### src/assert_macros.svh
// ----------------------------------------------------------------------------
// Assertion macros
// Concurrent assertion wrappers for the view history table RTL.
// They are compiled out when SYNTHESIS is defined.
// ----------------------------------------------------------------------------
`ifndef ASSERT_MACROS_SVH
`define ASSERT_MACROS_SVH

`ifndef SYNTHESIS

// The consequent must hold in the same cycle as the antecedent.
`define CVHT_ASSERT_SAME(label, clk, rst_n, ante, cons) \
  label: assert property (@(posedge clk) disable iff (!rst_n) (ante) |-> (cons)) \
    else $error("assertion failed");

// The consequent must hold in the cycle after the antecedent.
`define CVHT_ASSERT_NEXT(label, clk, rst_n, ante, cons) \
  label: assert property (@(posedge clk) disable iff (!rst_n) (ante) |=> (cons)) \
    else $error("assertion failed");

`else

`define CVHT_ASSERT_SAME(label, clk, rst_n, ante, cons)
`define CVHT_ASSERT_NEXT(label, clk, rst_n, ante, cons)

`endif

`endif

### src/cvht_pkg.sv
// ----------------------------------------------------------------------------
// cvht_pkg
// Types and constants shared by the commit view history table modules.
// ----------------------------------------------------------------------------
package cvht_pkg;

  localparam int TABLE_DEPTH = 64;
  localparam int IDX_W       = $clog2(TABLE_DEPTH);
  localparam int CNT_W       = $clog2(TABLE_DEPTH + 1);
  localparam int VER_W       = 63;
  localparam int VIEW_W      = 32;
  localparam int ENTRY_W     = VER_W + VIEW_W;

  localparam logic MODE_COMMIT = 1'b0;
  localparam logic MODE_LOOKUP = 1'b1;

  typedef enum logic [2:0] {
    ST_IDLE,
    ST_COMMIT,
    ST_SEARCH,
    ST_COMPARE,
    ST_VIEW,
    ST_DONE
  } cvht_state_e;

  typedef struct packed {
    logic [VIEW_W-1:0] view;
    logic [VER_W-1:0]  first_version;
  } cvht_entry_t;

  typedef struct packed {
    logic             we;
    logic [IDX_W-1:0] waddr;
    cvht_entry_t      wdata;
    logic             re;
    logic [IDX_W-1:0] raddr;
  } cvht_mem_req_t;

endpackage

### src/cvht_ctrl.sv
// ----------------------------------------------------------------------------
// cvht_ctrl
// Sequencer: applies commits to the last-commit registers and the history
// memory, and runs a binary search over the sorted history for lookups.
// ----------------------------------------------------------------------------
`include "assert_macros.svh"

module cvht_ctrl
  import cvht_pkg::*;
(
  input  logic              clk_i,
  input  logic              rst_ni,
  input  logic              in_valid_i,
  output logic              in_stall_o,
  input  logic              in_mode_i,
  input  logic [VER_W-1:0]  in_version_i,
  input  logic [VIEW_W-1:0] in_view_i,
  output logic              res_valid_o,
  input  logic              res_taken_i,
  output logic [VIEW_W-1:0] res_view_o,
  output logic              res_applied_o,
  output logic              res_full_o,
  output cvht_mem_req_t     mem_req_o,
  input  cvht_entry_t       mem_rdata_i
);

  cvht_state_e       state_q, state_d;
  logic [VER_W-1:0]  ver_q, ver_d;
  logic [VIEW_W-1:0] view_q, view_d;
  logic [VER_W-1:0]  last_ver_q, last_ver_d;
  logic [VIEW_W-1:0] last_view_q, last_view_d;
  logic [CNT_W-1:0]  count_q, count_d;
  logic [IDX_W-1:0]  lo_q, lo_d, hi_q, hi_d, mid_q, mid_d;
  logic [VIEW_W-1:0] res_view_q, res_view_d;
  logic              res_applied_q, res_applied_d;
  logic              res_full_q, res_full_d;

  logic              search_more;
  logic [IDX_W:0]    mid_sum;
  logic [IDX_W-1:0]  mid;
  logic [CNT_W-1:0]  count_m1;
  logic              stale, new_view, full;

  assign search_more = lo_q < hi_q;
  // Upper middle, so that the interval always shrinks when lo moves up.
  assign mid_sum     = {1'b0, lo_q} + {1'b0, hi_q} + {{IDX_W{1'b0}}, 1'b1};
  assign mid         = mid_sum[IDX_W:1];
  assign count_m1    = count_q - {{(CNT_W-1){1'b0}}, 1'b1};
  assign stale       = (ver_q == '0) || (ver_q <= last_ver_q);
  assign new_view    = last_view_q < view_q;
  assign full        = count_q >= CNT_W'(TABLE_DEPTH);

  // Next state.
  always_comb begin
    state_d = state_q;
    unique case (state_q)
      ST_IDLE: begin
        if (in_valid_i) begin
          state_d = (in_mode_i == MODE_LOOKUP) ? ST_SEARCH : ST_COMMIT;
        end
      end
      ST_COMMIT:  state_d = ST_DONE;
      ST_SEARCH:  state_d = search_more ? ST_COMPARE : ST_VIEW;
      ST_COMPARE: state_d = ST_SEARCH;
      ST_VIEW:    state_d = ST_DONE;
      ST_DONE: begin
        if (res_taken_i) begin
          state_d = ST_IDLE;
        end
      end
      default:    state_d = ST_IDLE;
    endcase
  end

  // Outputs and datapath.
  always_comb begin
    ver_d         = ver_q;
    view_d        = view_q;
    last_ver_d    = last_ver_q;
    last_view_d   = last_view_q;
    count_d       = count_q;
    lo_d          = lo_q;
    hi_d          = hi_q;
    mid_d         = mid_q;
    res_view_d    = res_view_q;
    res_applied_d = res_applied_q;
    res_full_d    = res_full_q;
    mem_req_o     = '0;
    in_stall_o    = 1'b1;
    res_valid_o   = 1'b0;
    unique case (state_q)
      ST_IDLE: begin
        in_stall_o = 1'b0;
        if (in_valid_i) begin
          ver_d  = in_version_i;
          view_d = in_view_i;
          lo_d   = '0;
          hi_d   = count_m1[IDX_W-1:0];
        end
      end
      ST_COMMIT: begin
        res_view_d    = '0;
        res_applied_d = 1'b0;
        res_full_d    = 1'b0;
        if (!stale) begin
          if (new_view && full) begin
            res_full_d = 1'b1;
          end else begin
            if (new_view) begin
              mem_req_o.we                  = 1'b1;
              mem_req_o.waddr               = count_q[IDX_W-1:0];
              mem_req_o.wdata.view          = view_q;
              mem_req_o.wdata.first_version = last_ver_q + {{(VER_W-1){1'b0}}, 1'b1};
              count_d                       = count_q + {{(CNT_W-1){1'b0}}, 1'b1};
              last_view_d                   = view_q;
            end
            last_ver_d    = ver_q;
            res_applied_d = 1'b1;
          end
        end
      end
      ST_SEARCH: begin
        mem_req_o.re = 1'b1;
        if (search_more) begin
          mem_req_o.raddr = mid;
          mid_d           = mid;
        end else begin
          mem_req_o.raddr = lo_q;
        end
      end
      ST_COMPARE: begin
        if (mem_rdata_i.first_version <= ver_q) begin
          lo_d = mid_q;
        end else begin
          hi_d = mid_q - {{(IDX_W-1){1'b0}}, 1'b1};
        end
      end
      ST_VIEW: begin
        res_view_d    = mem_rdata_i.view;
        res_applied_d = 1'b0;
        res_full_d    = 1'b0;
      end
      ST_DONE: begin
        res_valid_o = 1'b1;
      end
      default: begin
        in_stall_o = 1'b1;
      end
    endcase
  end

  always_ff @(posedge clk_i or negedge rst_ni) begin
    if (!rst_ni) begin
      state_q     <= ST_IDLE;
      last_ver_q  <= '0;
      last_view_q <= '0;
      count_q     <= CNT_W'(1);
    end else begin
      state_q     <= state_d;
      last_ver_q  <= last_ver_d;
      last_view_q <= last_view_d;
      count_q     <= count_d;
    end
  end

  always_ff @(posedge clk_i) begin
    ver_q         <= ver_d;
    view_q        <= view_d;
    lo_q          <= lo_d;
    hi_q          <= hi_d;
    mid_q         <= mid_d;
    res_view_q    <= res_view_d;
    res_applied_q <= res_applied_d;
    res_full_q    <= res_full_d;
  end

  assign res_view_o    = res_view_q;
  assign res_applied_o = res_applied_q;
  assign res_full_o    = res_full_q;

  `CVHT_ASSERT_SAME(a_count_range, clk_i, rst_ni, 1'b1,
                    (count_q != '0) && (count_q <= CNT_W'(TABLE_DEPTH)))
  `CVHT_ASSERT_NEXT(a_append_grows, clk_i, rst_ni,
                    (state_q == ST_COMMIT) && !stale && new_view && !full,
                    count_q == $past(count_q) + {{(CNT_W-1){1'b0}}, 1'b1})
  `CVHT_ASSERT_SAME(a_search_order, clk_i, rst_ni,
                    (state_q == ST_COMPARE), (lo_q < mid_q) && (mid_q <= hi_q))
  `CVHT_ASSERT_SAME(a_result_flags, clk_i, rst_ni,
                    res_valid_o, !(res_applied_q && res_full_q))

endmodule

### config.mk
export PLATFORM = sky130hd
export DESIGN_NAME = cvht_ctrl
export DESIGN_NICKNAME = d
export VERILOG_FILES = /design/src/cvht_pkg.sv /design/src/cvht_ctrl.sv
export VERILOG_INCLUDE_DIRS = /design/src /design/src/src
export SDC_FILE = /design/constraint.sdc
export NUM_CORES = 1
export LEC_CHECK = 0
export BUFFER_PORTS_ARGS = -buffer_cell sky130_fd_sc_hd__buf_4
export CORE_UTILIZATION = 40
export DETAILED_ROUTE_END_ITERATION = 8
export GPL_ROUTABILITY_DRIVEN = 0
export GPL_TIMING_DRIVEN = 0
export MAX_ROUTING_LAYER = met4
export PLACE_DENSITY_LB_ADDON = 0.2
export SLEW_MARGIN = 20
export SYNTH_ARGS = -nofsm -noshare
export SYNTH_HDL_FRONTEND = slang
export SYNTH_SLANG_ARGS = --single-unit
### constraint.sdc
create_clock -name clk_i -period 5.8 [get_ports clk_i]
set_input_delay 0.29 -clock clk_i [delete_from_list [all_inputs] [get_ports clk_i]]
set_output_delay 0.29 -clock clk_i [all_outputs]
set_load 0.01 [all_outputs]
==> results of run 1 <==
[final cells by class]
type	instances	area share
antenna	5	0.000615
buffer	31	0.00922
clock buffer	42	0.0416
clock inverter	16	0.0107
inverter	182	0.0336
multi-input combinational	918	0.337
sequential	252	0.346
tap	468	0.0288
timing repair buffer	470	0.192
[per-layer routing]
metal  routed length [µm]  share of wire  track usage  up-vias
li1                     -              -            -     5897
met1                18700           0.43        0.292     5669
met2                21000           0.49        0.400      333
met3                 2060          0.048       0.0324       80
met4                 1450          0.034       0.0776        0
met5                    0              0            -        -
[critical path: cells and delay by family (launching register included)]
kind,cells,cell delay (ps)
AND/OR/NAND/NOR,1,90
buffers and inverters,4,990
flip-flops,1,450
AO/OA/AOI/OAI,6,1610
adder cells (fa/ha/maj),1,340
[layout by cell type (no fill, tap or decap), types with 4 or more instances in the layout]
cell type / instances
buf_6: 7
clkinv_2: 6
diode_2: 5
a21o_1: 70
clkbuf_1: 17
clkbuf_16: 31
nand3_1: 36
nand2_1: 44
and3_1: 10
o21ai_0: 18
a221oi_1: 5
inv_2: 4
dfrtp_1: 104
nor2_1: 140
nor3_1: 27
a21oi_1: 62
buf_2: 12
inv_1: 178
xnor2_1: 71
nor4_1: 30
buf_4: 341
dlygate4sd3_1: 127
a211oi_1: 7
edfxtp_1: 147
and2_1: 37
or3_1: 9
xor2_1: 4
and4_1: 4
nand4_1: 44
o21bai_1: 6
mux2i_1: 67
nand2b_1: 8
ha_1: 170
bufinv_16: 5
[cells by family (layout without fill, tap and decap cells)]
family,count (synthesis),after routing
adders and majority gates,171,171
buffers and inverters,213,741
DFF,252,252
AOI/OAI and AO/OA,192,192
and+or+nand+nor,412,412
muxes,68,68
other,0,5
xor gates and xnor gates,75,75
[synthesized netlist by cell type, drive strengths merged, types with 10 or more instances]
| cell | instances |
|---|---|
| inv | 182 |
| ha | 170 |
| edfxtp | 147 |
| nor2 | 141 |
| dfrtp | 104 |
| xnor2 | 71 |
| a21o | 70 |
| mux2i | 67 |
| a21oi | 62 |
| nand2 | 45 |
| nand4 | 45 |
| and2 | 38 |
| nand3 | 36 |
| nor4 | 33 |
| nor3 | 29 |
| o21ai | 23 |
| buf | 22 |
| and3 | 10 |
[through the flow]
step           hold WS [ps]  total power, mW  setup WS [ps]  TNS, ps  cells
2_1_floorplan         -5.59             5.32            538        0   1383
3_3_place_gp            450             6.59          -2060   -95060   2190
3_5_place_dp            253             6.71           1990        0   2194
4_1_cts               0.101             8.83           1350        0   2379
5_1_grt                12.3             9.37           1200        0   2384
6_report               22.0             8.75           1460        0   2384
[flip-flops by register name (all words and copies together) (netlist names), 6 cells and up]
| register | cells |
|---|---|
| count_q | 7 |
| last_view_q | 32 |
| res_view_o | 32 |
| view_q | 32 |
| ver_q | 63 |
| hi_q | 6 |
| last_ver_q | 63 |
| mid_q | 6 |
| lo_q | 6 |
[worst paths after layout]
path | start | to | slack (ps) | cells after the start
min | mem_rdata_i[66] | res_view_o[3]$_SDFFCE_PN0P_ | 20 | 2
max | ver_q[28]$_DFFE_PP_ | mem_req_o[7] | 1460 | 12
max reg2reg | ver_q[62]$_DFFE_PP_ | hi_q[0]$_DFFE_PP_ | 2300 | 8
min in group asynchronous | rst_ni | last_ver_q[46]$_DFFE_PN0P_ | 210 | 2
min reg2reg | last_view_q[0]$_DFFE_PN0P_ | last_view_q[0]$_DFFE_PN0P_ | 470 | 1
max in group asynchronous | rst_ni | state_q[2]$_DFFE_PN0P_ | 4880 | 3
[power by group through the flow]
stage	Sequential, mW	Clock, mW	Combinational, mW
2_1_floorplan	3.00	0	2.32
3_3_place_gp	3.04	0	3.55
3_5_place_dp	3.01	0	3.69
4_1_cts	2.98	2.07	3.78
5_1_grt	3.06	2.13	4.19
6_report	2.99	2.02	3.74
==> run_results.csv, run 1 <==
group,metric,value,unit
sta,period_minus_slack,4340,ps
finish,design_area,20400,µm²
synth,synth_nets,1749,
route,drc,0,
clock_tree,tritoncts,"built",
sta,rsz0062_at_grt,"false",
critical_path,critPathKind,"reg -> out",
global_routing,overflow,0,
synth,synth_ff_type,"edfxtp_1",
flow_run,cap_violations,0,
synth,synthAdderAreaFrac,0.145,
synth,synthCells,1383,
synth,synth_edf_count,147,
sta,slew_headroom,0.368,
global_routing,grt_use_total,0.237,
finish,areaGrowthSynthToFinish,37.8,%
finish,layout-drive-gt1-share,0.226,
synth,synth_area_per_cell,10.7,µm²
power_and_ir_drop,clockPowerShare,0.231,
floorplan,ios,340,
power_and_ir_drop,powerDensity,430,nW/µm²
outcome,status,"finished clean",
floorplan,die_w,194,µm
synth,synth_top_family_by_area,"adder cells",
sta,fin_worst_skew,14.7,ps
floorplan,core,36400,µm²
synth,yosys_warnings,0,
placed_design,dp_hpwl,33.6,mm
synth,yosys.area.top_type,"edfxtp_1",
route,ant_nets,0,
finish,seq_area,7040,µm²
placed_design,port_buffers,339,
floorplan,rows,70,
clock_tree,root_buffer,"clkbuf_16",
critical_path,startpoint_type,"register",
critical_path,worstPathCellList,"ha_1 > a21o_1 > a21o_1 > a221o_1 > a21o_1 > a311o_2 > o21ai_2 > buf_2 > buf_2 > buf_4 > nor2_1 > buf_4",
sta,worst_pin_slew,939,ps
finish,nets,2252,
floorplan,initial_core_util,0.405,
route,routedWlPerCell,18.1,µm
floorplan,die_area,37700,µm²
route,vias_per_cell,5.02,
synth,synth_cell_type_count,64,
power_and_ir_drop,leakage,9.98,nW
global_routing,antenna_found_initial,5,
route,drt_iter0_markers,496,
synth,seq_area_frac_synth,0.477,
sta,max_freq,230,MHz
sta,post-route-period-util,0.749,
power_and_ir_drop,switching_share,0.367,
finish,multi_input_area,6870,µm²
critical_path,critPathRequiredTime,5510,ps
synth,synth-seq-cells,252,
global_routing,grt_pass1_vias,12800,
sta,report.final.slew_viol_count,0,
synth,yosys.area_share.xor_xnor,0.0445,
sta,hold_viol,0,
synth,synth_mux_area_frac,0.0462,
synth,synth-async-reset-ratio,0.417,
critical_path,arrival,4050,ps
finish,nFillCells,3152,
power_and_ir_drop,vdd_ir_drop_max,0.281,mV
clock_tree,htreeDepth,1,
clock_tree,postCtsHoldBufs,127,
sta,finalSetupViolCount,0,
critical_path,crit_slowest_cell,"edfxtp_1",
critical_path,path_common_cell,"a21o_1",
route,drtPass1Iterations,7,
worst_hold_path,worstHoldPathType,"in -> reg",
synth,synth_top_area_frac,0.299,
route,routed_wl,43.2,mm
clock_tree,clk_pin_slew_worst_paths,60,ps
clock_tree,cts-buffers-inserted,31,
route,via_count,12000,
finish,fin_util,0.559,
critical_path,path_max_fanout,10,
global_routing,grt_pass1_wl,67.9,mm
placed_design,placed_area,18000,µm²
floorplan,die_h,194,µm
power_and_ir_drop,p_int,5.54,mW
clock_tree,clkLatencyLatePin,570,ps
critical_path,max_stage_delay,450,ps
power_and_ir_drop,combPwrFrac,0.428,
synth,synth-compound-area-share,0.0855,
synth,synthTopCellsByArea,"edfxtp_1 (30%), dfrtp_1 (18%), ha_1 (14%)",
power_and_ir_drop,seq_power_share,0.341,
clock_tree,cts_num_sinks,252,
clock_tree,cts_resized,0,
clock_tree,cts_setup_buffers,0,
global_routing,grt_max_degree,63,
synth,synthSimpleGateAreaFrac,0.143,
synth,syn_area,14800,µm²
critical_path,worst_setup_path_end_kind,"output port",
clock_tree,cts_max_path_buffers,3,
power_and_ir_drop,power.switching,3.22,mW
Power figures use the tool's default switching activity.
==> run 2, diff against run 1 <==
clock period = 4.3 ns   (was 5.8 ns; I/O delays follow)
==> run_results.csv, run 2 (synthesis results as in run 1) <==
group,metric,value,unit
outcome,status,"finished clean",
placed_design,dp.cells,2194,
clock_tree,cts_num_sinks,252,
finish,stdcell_count,2386,
floorplan,core,36400,µm²
worst_hold_path,worstHoldPathType,"in -> async",
clock_tree,cts_setup_buffers,0,
placed_design,dp_hpwl,33.5,mm
flow_run,cap_violations,0,
route,vias_per_cell,5.04,
sta,slew_headroom,0.342,
sta,setup_slack,218,ps
route,drc,0,
sta,fin_worst_skew,9.97,ps
critical_path,critPathRequiredTime,4090,ps
sta,worst_pin_slew,977,ps
power_and_ir_drop,power.switching,4.34,mW
finish,nets,2255,
power_and_ir_drop,p_int,7.41,mW
floorplan,die_area,37700,µm²
sta,hold_viol,0,
route,routed_wl,43.0,mm
critical_path,reg2reg_from,"ver_q[20]$_DFFE_PP_",
critical_path,critPathLaunch,"ver_q[28]$_DFFE_PP_",
clock_tree,clkLatencyLatePin,580,ps
critical_path,critPathKind,"reg -> out",
finish,fin_util,0.560,
route,via_count,12000,
global_routing,grt_pass1_vias,12400,
critical_path,arrival,3870,ps
power_and_ir_drop,switching_share,0.369,
route,routedWlPerCell,18.0,µm
clock_tree,tritoncts,"built",
sta,post-route-period-util,0.949,
critical_path,path_max_fanout,10,
clock_tree,root_buffer,"clkbuf_16",
global_routing,grt_use_total,0.234,
finish,layout_commonest_cell,"buf_4",
critical_path,startpoint_type,"register",
global_routing,grt_max_degree,56,
floorplan,die_w,194,µm
placed_design,placed_area,18000,µm²
power_and_ir_drop,leakage,9.98,nW
sta,hold_ws,162,ps
floorplan,initial_core_util,0.405,
route,drt_iter0_markers,621,
placed_design,port_buffers,339,
sta,fin_setup_tns,0,ps
finish,areaGrowthSynthToFinish,38.0,%
finish,largestRegisters,"last_ver_q (63), ver_q (63)",
sta,report.final.slew_viol_count,0,
sta,finalSetupViolCount,0,
placed_design,dpl_worst_slack,570,ps
sta,period_minus_slack,4080,ps
route,drtPass1Iterations,6,
critical_path,worst_setup_path_end_kind,"output port",
clock_tree,clk_pin_slew_worst_paths,60,ps
power_and_ir_drop,clockPowerShare,0.227,
power_and_ir_drop,finalPower,11.8,mW
finish,design_area,20400,µm²
clock_tree,htreeDepth,1,
route,ant_nets,0,
floorplan,ios,340,
power_and_ir_drop,powerDensity,577,nW/µm²
global_routing,grt_pass1_wl,66.9,mm
finish,layout-drive-gt1-share,0.225,
power_and_ir_drop,combPwrFrac,0.431,
finish,final_cell_mix,"buf_4 (342), inv_1 (178), ha_1 (170)",
global_routing,antenna_found_initial,5,
power_and_ir_drop,vdd_ir_drop_max,0.380,mV
floorplan,rows,70,
sta,rsz0062_at_grt,"false",
power_and_ir_drop,seq_power_share,0.342,
clock_tree,cts_max_path_buffers,3,
sta,max_freq,245,MHz
floorplan,die_h,194,µm
global_routing,overflow,0,
clock_tree,cts-buffers-inserted,30,
## run 2: what timing repair did
action,CTS,global route
setup endpoints to repair,10,20
resized for setup,1,3
hold endpoints to repair,184,0
hold buffers,132,0
## run 2: area by class of cell
type / count / area [µm²]
clock inverter: 18 / 235
inverter: 182 / 683
multi-input combinational: 918 / 6890
antenna: 5 / 12.5
buffer: 30 / 185
clock buffer: 38 / 801
fill: 3198 / 16000
sequential: 252 / 7040
timing repair buffer: 475 / 3960
tap: 468 / 586
## run 2: per-layer routing
layer  routed length [µm]  vias to the layer above  GRT usage  part of all wire
met5                    0                        -          -                 0
met4                 1070                        0     0.0632             0.025
met3                 2010                       56     0.0322             0.047
met2                21300                      328      0.400              0.49
met1                18700                     5741      0.290              0.43
li1                     -                     5907          -                 -
## run 2: worst paths after layout
check | cells past startpoint | endpoint | slack (ps)
min in group clk_i | 2 | ver_q[40]$_DFFE_PP_ | 350
max in group asynchronous | 3 | last_ver_q[36]$_DFFE_PN0P_ | 3440
worst max-delay path | 11 | mem_req_o[51] | 220
worst min register to register | 1 | last_view_q[0]$_DFFE_PN0P_ | 480
worst max register to register | 8 | hi_q[5]$_DFFE_PP_ | 650
worst min-delay path | 2 | last_view_q[8]$_DFFE_PN0P_ | 160
## run 2: worst max-delay path, cell delays in order (launching register included)
cell      delay, ps
edfxtp_1        440
ha_1            340
a21o_1          190
a21o_1          180
a221o_1         360
a21o_1          180
a311o_2         430
o21ai_4         250
buf_2           350
buf_2           310
nor2_1          110
buf_4           150
## run 2: power by group through the flow
stage | clock network [mW] | registers (mW) | logic [mW]
after floorplan | 0 | 4.04 | 3.12
after global placement | 0 | 4.08 | 4.80
after detailed placement | 0 | 4.06 | 4.98
after CTS | 2.74 | 4.02 | 5.11
after global routing | 2.82 | 4.12 | 5.66
final | 2.67 | 4.03 | 5.07
